**config.mk**
```make
export PLATFORM = sky130hd
export DESIGN_NAME = lwf_div
export DESIGN_NICKNAME = d
export VERILOG_FILES = /design/src/sv/lwf_pkg.sv /design/src/sv/lwf_div.sv
export SDC_FILE = /design/constraint.sdc
export NUM_CORES = 1
export LEC_CHECK = 0
export ABC_AREA = 1
export BUFFER_PORTS_ARGS = -buffer_cell sky130_fd_sc_hd__clkbuf_2
export CORE_ASPECT_RATIO = 1.25
export CORE_MARGIN = 8
export CORE_UTILIZATION = 55
export CTS_BUF_LIST = sky130_fd_sc_hd__clkbuf_8 sky130_fd_sc_hd__clkbuf_16
export CTS_CLUSTER_DIAMETER = 150
export DETAILED_ROUTE_END_ITERATION = 6
export PLACE_DENSITY = 0.9
export SYNTH_ARGS = -nofsm -noshare
export SYNTH_HDL_FRONTEND = slang
export SYNTH_SLANG_ARGS = --single-unit
```
**constraint.sdc**
```tcl
create_clock -name aclk -period 4.1 [get_ports aclk]
set_input_delay 0.41 -clock aclk [delete_from_list [all_inputs] [get_ports aclk]]
set_output_delay 0.41 -clock aclk [all_outputs]
set_load 0.02 [all_outputs]
```
**src/sv/lwf_pkg.sv**
```systemverilog
`timescale 1ns / 1ps

package lwf_pkg;

    // field and datapath widths
    localparam int CELL_W     = 12;
    localparam int DIM_W      = 7;
    localparam int COL_W      = 6;
    localparam int HEAD_W     = 2;
    localparam int KIND_W     = 2;
    localparam int CFG_IDX_W  = 2;
    localparam int CFG_DATA_W = 12;
    localparam int BOUND_W    = 17;

    // grid limits and default store depth
    localparam logic [DIM_W-1:0] DIM_MIN = 7'd1;
    localparam logic [DIM_W-1:0] DIM_MAX = 7'd64;
    localparam int LWF_MAX_CELLS = 4096;

    // item kinds
    localparam logic [KIND_W-1:0] KIND_LOAD    = 2'd0;
    localparam logic [KIND_W-1:0] KIND_STEP    = 2'd1;
    localparam logic [KIND_W-1:0] KIND_RESTART = 2'd2;

    // configuration register indexes
    localparam logic [CFG_IDX_W-1:0] REG_GRID_WIDTH    = 2'd0;
    localparam logic [CFG_IDX_W-1:0] REG_GRID_HEIGHT   = 2'd1;
    localparam logic [CFG_IDX_W-1:0] REG_START_CELL    = 2'd2;
    localparam logic [CFG_IDX_W-1:0] REG_START_HEADING = 2'd3;

    // headings
    localparam logic [HEAD_W-1:0] HEAD_NORTH = 2'd0;
    localparam logic [HEAD_W-1:0] HEAD_EAST  = 2'd1;
    localparam logic [HEAD_W-1:0] HEAD_SOUTH = 2'd2;
    localparam logic [HEAD_W-1:0] HEAD_WEST  = 2'd3;

    // reset values
    localparam logic [DIM_W-1:0]  RST_GRID_DIM   = 7'd15;
    localparam logic [CELL_W-1:0] RST_START_CELL = 12'd0;

    typedef struct packed {
        logic [KIND_W-1:0] kind;
        logic [CELL_W-1:0] cell_index;
        logic              cell_is_wall;
    } in_item_t;

    typedef struct packed {
        logic [CELL_W-1:0] position;
        logic [HEAD_W-1:0] heading;
        logic              stuck;
    } out_item_t;

    // zero reads as one column or row, anything above the limit as the limit
    function automatic logic [DIM_W-1:0] clamp_dim(input logic [DIM_W-1:0] v);
        logic [DIM_W-1:0] r;
        r = v;
        if (v < DIM_MIN) r = DIM_MIN;
        if (v > DIM_MAX) r = DIM_MAX;
        return r;
    endfunction

endpackage

```
**src/sv/lwf_div.sv**
```systemverilog
`timescale 1ns / 1ps

module lwf_div import lwf_pkg::*; (
    input  logic              aclk,
    input  logic              aresetn,
    input  logic              start,
    input  logic [CELL_W-1:0] dividend,
    input  logic [DIM_W-1:0]  divisor,
    output logic              done,
    output logic [CELL_W-1:0] quotient,
    output logic [COL_W-1:0]  remainder
);

    localparam int CNT_W = $clog2(CELL_W);
    localparam logic [CNT_W-1:0] LAST_CNT = CNT_W'(CELL_W - 1);

    logic              busy_reg, busy_next;
    logic              done_reg, done_next;
    logic [CNT_W-1:0]  cnt_reg, cnt_next;
    logic [CELL_W-1:0] dvd_reg, dvd_next;
    logic [COL_W-1:0]  rem_reg, rem_next;

    logic [DIM_W-1:0]  trial;
    logic              fits;

    // one quotient bit per cycle, restoring form
    always_comb begin
        trial     = {rem_reg, dvd_reg[CELL_W-1]};
        fits      = (trial >= divisor);
        busy_next = busy_reg;
        done_next = 1'b0;
        cnt_next  = cnt_reg;
        dvd_next  = dvd_reg;
        rem_next  = rem_reg;
        if (start) begin
            busy_next = 1'b1;
            cnt_next  = '0;
            dvd_next  = dividend;
            rem_next  = '0;
        end else if (busy_reg) begin
            rem_next = fits ? COL_W'(trial - divisor) : COL_W'(trial);
            dvd_next = {dvd_reg[CELL_W-2:0], fits};
            cnt_next = cnt_reg + 1'b1;
            if (cnt_reg == LAST_CNT) begin
                busy_next = 1'b0;
                done_next = 1'b1;
            end
        end
    end

    // control state
    always_ff @(posedge aclk) begin
        if (!aresetn) begin
            busy_reg <= 1'b0;
            done_reg <= 1'b0;
            cnt_reg  <= '0;
        end else begin
            busy_reg <= busy_next;
            done_reg <= done_next;
            cnt_reg  <= cnt_next;
        end
    end

    // working registers
    always_ff @(posedge aclk) begin
        dvd_reg <= dvd_next;
        rem_reg <= rem_next;
    end

    assign done      = done_reg;
    assign quotient  = dvd_reg;
    assign remainder = rem_reg;

endmodule

```
== Word level (Yosys, flattened, before mapping) ==
Cells that the tools add are included.

* Order comparisons: 1
* Shifts and indexed selects: 0
* Equal/unequal tests: 1
* Reduce and logical (&&, ||, !) cells: 3
* $mul: 0
* Add/sub/neg operators: 2
* Div/mod/pow operators: 0
* Bitwise gates (word level): 2
* Mux-type cells: 7

{| class="wikitable"
|+ Operators with widths
! operator !! number
|-
| $mux W12 || 2
|-
| $ge A7 B7 Y1 || 1
|-
| $mux W6 || 1
|-
| $sub A6 B6 Y6 || 1
|-
| $add A4 B1 Y4 const B || 1
|-
| $eq A4 B4 Y1 const B || 1
|-
| $mux W1 || 4
|-
| $reduce_or A3 Y1 || 1
|-
| $not A1 Y1 || 2
|-
| $reduce_bool A2 Y1 || 1
|-
| $reduce_or A2 Y1 || 1
|}

* Bits in read-only memories: 0
* Input port bits: 22
* Memories: 0
* Flip-flop bits (word level): 24
* Memory bits (writable): 0
* Output and inout port bits: 19
* Latch bits: 0

== Logic depth before layout (Yosys ltp) ==
* Depth after elaboration: 4
* Gate-level depth with buffers: 10
* Depth with buffers taken out: 10

== Worst setup path before layout ==
Ideal clock, no wire load.

* Path type: reg2reg
* Start point: register dvd_reg[11], in the netlist quotient[11]
* End point: register rem_reg[4], in the netlist remainder[4]
* Cell stages (with the launch flop): 9
* Slack: 2,383 ps
* Buffers on the path: 0
* Arrival: 1,604 ps
* Cells stage by stage: edfxtp_1 > inv_1 > ha_1 > fa_1 > or2_1 > nand4_1 > nand3_2 > nand3_1 > nand2_1

* Word-level cells in the longest chain between the ends: 2

{| class="wikitable"
|+ RTL lines
! what !! line !! RTL
|-
| start, declared || lwf_div.sv:20 || <nowiki>logic [CELL_W-1:0] dvd_reg, dvd_next;</nowiki>
|-
| start signal, assigned || lwf_div.sv:66 || <nowiki>dvd_reg <= dvd_next;</nowiki>
|-
| $sub A6 B6 Y6 / $ge A7 B7 Y1 (equally long branches) || lwf_div.sv:41, lwf_div.sv:29 ||
|-
| $mux W6 * || lwf_div.sv:41 || <nowiki>rem_next = fits ? COL_W'(trial - divisor) : COL_W'(trial);</nowiki>
|-
| end signal, assigned || lwf_div.sv:67 || <nowiki>rem_reg <= rem_next;</nowiki>
|-
| end, declared || lwf_div.sv:21 || <nowiki>logic [COL_W-1:0] rem_reg, rem_next;</nowiki>
|}

Mark *: on every way between the ends. The rest lies on a longest branch, timed or not.
A chain may end at the register's enable or synchronous reset.

== Worst setup path in the final report ==
Same ends and word-level chain as after synthesis.

==> run metrics <==
status completed; area of the multi-input gates 743 um^2; max reg flops 12; final RePlAce weighted congestion 0.855; synthesized netlist net count 218; DR pass1 iterations 4; Leak 0.926 nW; Area contributors post-synth edfxtp_1 (25%), nand2_1 (19%), dfxtp_1 (16%); register area share after synthesis 0.411; metal3 WL 233 um; drc violations 0; synthesis-stage register bit count 24; Skew-Pair Late Insertion Delay 0.27 ns; Netlist Area Pre-Place 1460 um^2; # fillers 230; Final Max Slew Viols 0; total grt overflow 0; setup violators final 0; clock sinks 24; Detailed Place HPWL 2640 um; antenna violations before repair 0; crit-path max FO 3; Hold Fails Final Rpt 0; switch share 0.292; layout cells sized above 1 0.269; Clock Root Buffer clkbuf_8; Least-Margin Pin Slew 0.487 ns; Highest Signal Layer met4; main flop type after synthesis edfxtp_1; io pins 41; Syn Area/Cell 7.86 um^2; sequential power share 0.501; die height 73.7 um; Chip Width 62.1 um; combinational share of power 0.214; most frequent cell after synthesis nand2_1; EDFF count, synth 12; Power, Total 0.000565 W; Area growth syn-to-layout 19.4%; DR iter-0 viols 72; Layout Nets 260; area leader, netlist edfxtp_1; WP data arrival 1.86 ns; post-CTS resize count 0; count of hold-fix buffers inserted at cts 0; worst endpoint required time 4.27 ns; IO Port Bufs 40; Diodes inserted 0; Clock Power Share 0.285; Seq. cell area 601 um^2; M1 WL 1430 um; GR Util All Layers 0.152; synth warn 0; Avg WL per Cell 12.8 um; Final period util 0.413; fraction of registers with async set/reset 0; Syn Inst Count 186; Placeable Area 2600 um^2; internal power 0.000400 W; Tmin final 1.69 ns; Max IR drop VDD 0.224 mV; maxcap violations 0; clock transition at the registers of the reported paths 0.08 ns; TritonCTS buffer count 3; setup_tns 0 ns; Slew headroom 0.674; CP Class register to register; most instantiated cells after synthesis nand2_1 (73), inv_1 (25), dfxtp_1 (12), edfxtp_1 (12); ANT nets after route 0; fmax 0.591 GHz; skew final 0.00384 ns; largest net degree at the start of global routing 17; vias in the first global route 1379; Max Root-Sink Buffers 2; H-tree depth 1; first-pass GRT wire length 5760 um; die area 4580 um^2; met2 routed WL 1630 um; Worst Setup End Kind register; Via Count 1322; Post-CTS Setup Repair Bufs 0; share of the synthesized area in the top cell type 0.246; Min-Delay Path Class input pin to register; net switching power 0.000165 W; routed wire length 3340 um; number of vias per cell 5.07; CP Launch Type register; initial cell density of the core 0.562; RSZ-0062 raised after global routing no; clock tree from TritonCTS built; Synth cell types 26; pwr/cell area 323 nW/um^2; row count 21
==> routing by layer <==
layer,track usage,up-vias
met3,0.0457,6
met5,0,-
met4,0.0701,0
met1,0.168,597
met2,0.263,41
li1,-,678
==> critical path, cell delays in order (launching register included) <==
cell,delay (ns)
edfxtp_1,0.38
inv_1,0.08
ha_1,0.19
fa_1,0.39
or2_1,0.26
nand4_1,0.10
nand3_2,0.08
nand3_1,0.07
nand2_1,0.05
==> final cells by class <==
type,count,area share
clock buffers,4,0.0315
well taps,34,0.0244
inverters,28,0.0602
flip-flops and latches,24,0.344
repair buffers,40,0.115
multi-input cells,131,0.426
==> through the flow <==
| step | cells | worst slack [ns] | hold WS (ns) | instance area [um^2] | utilization |
|---|---|---|---|---|---|
| floorplan | 186 | 2.38 | 0.472 | 1460 | - |
| global placement | 257 | 2.32 | 0.469 | 1690 | 0.650 |
| detailed placement | 257 | 2.26 | 0.479 | 1690 | 0.650 |
| CTS | 261 | 2.40 | 0.402 | 1750 | 0.671 |
| global route | 261 | 2.30 | 0.396 | 1750 | 0.671 |
| finish | 261 | 2.41 | 0.408 | 1750 | 0.671 |
==> power groups by stage <==
| stage | combinational [W] | clock (W) | sequential (W) |
|---|---|---|---|
| final | 0.000121 | 0.000161 | 0.000283 |
| after global routing | 0.000135 | 0.000172 | 0.000285 |
| after CTS | 0.000122 | 0.000161 | 0.000283 |
| after detailed placement | 0.000121 | 0 | 0.000288 |
| after global placement | 0.000118 | 0 | 0.000287 |
| after floorplan | 0.0000653 | 0 | 0.000303 |
==> cell families (layout without fill, tap and decap cells) <==
kind of cell               after synthesis  after routing  share of synthesized area
and+or+nand+nor                        114            114                      0.376
xor gates and xnor gates                 2              2                     0.0120
adders and majority gates               10             10                     0.0907
buffers and inverters                   31             72                     0.0813
DFF                                     24             24                      0.411
AOI/OAI and AO/OA                        5              5                     0.0291
==> worst paths after layout <==
check,startpoint,endpoint,slack (ns),cells past startpoint
worst max-delay path,quotient[11],remainder[4],2.41,8
worst min register to register,remainder[5],remainder[5],0.50,2
worst min-delay path,dividend[8],quotient[8],0.41,3
worst max register to register,quotient[11],remainder[4],2.41,8
==> placed cells by master (no fill, tap or decap) <==
cell type,n
a31oi_1,1
nand2_2,4
or2_1,1
inv_2,3
o211a_1,1
a21oi_1,2
clkbuf_8,4
nand3_4,2
nor2_1,5
nor2_2,1
nand4_1,9
nand3_1,9
ha_1,9
nor3_1,3
nand3_2,3
or2_4,1
nor3b_1,1
nand2_1,73
fa_1,1
edfxtp_1,12
clkbuf_2,40
dfxtp_1,12
inv_1,25
nor2_4,2
xor2_1,2
a21oi_4,1
Power figures use the tool's default switching activity.
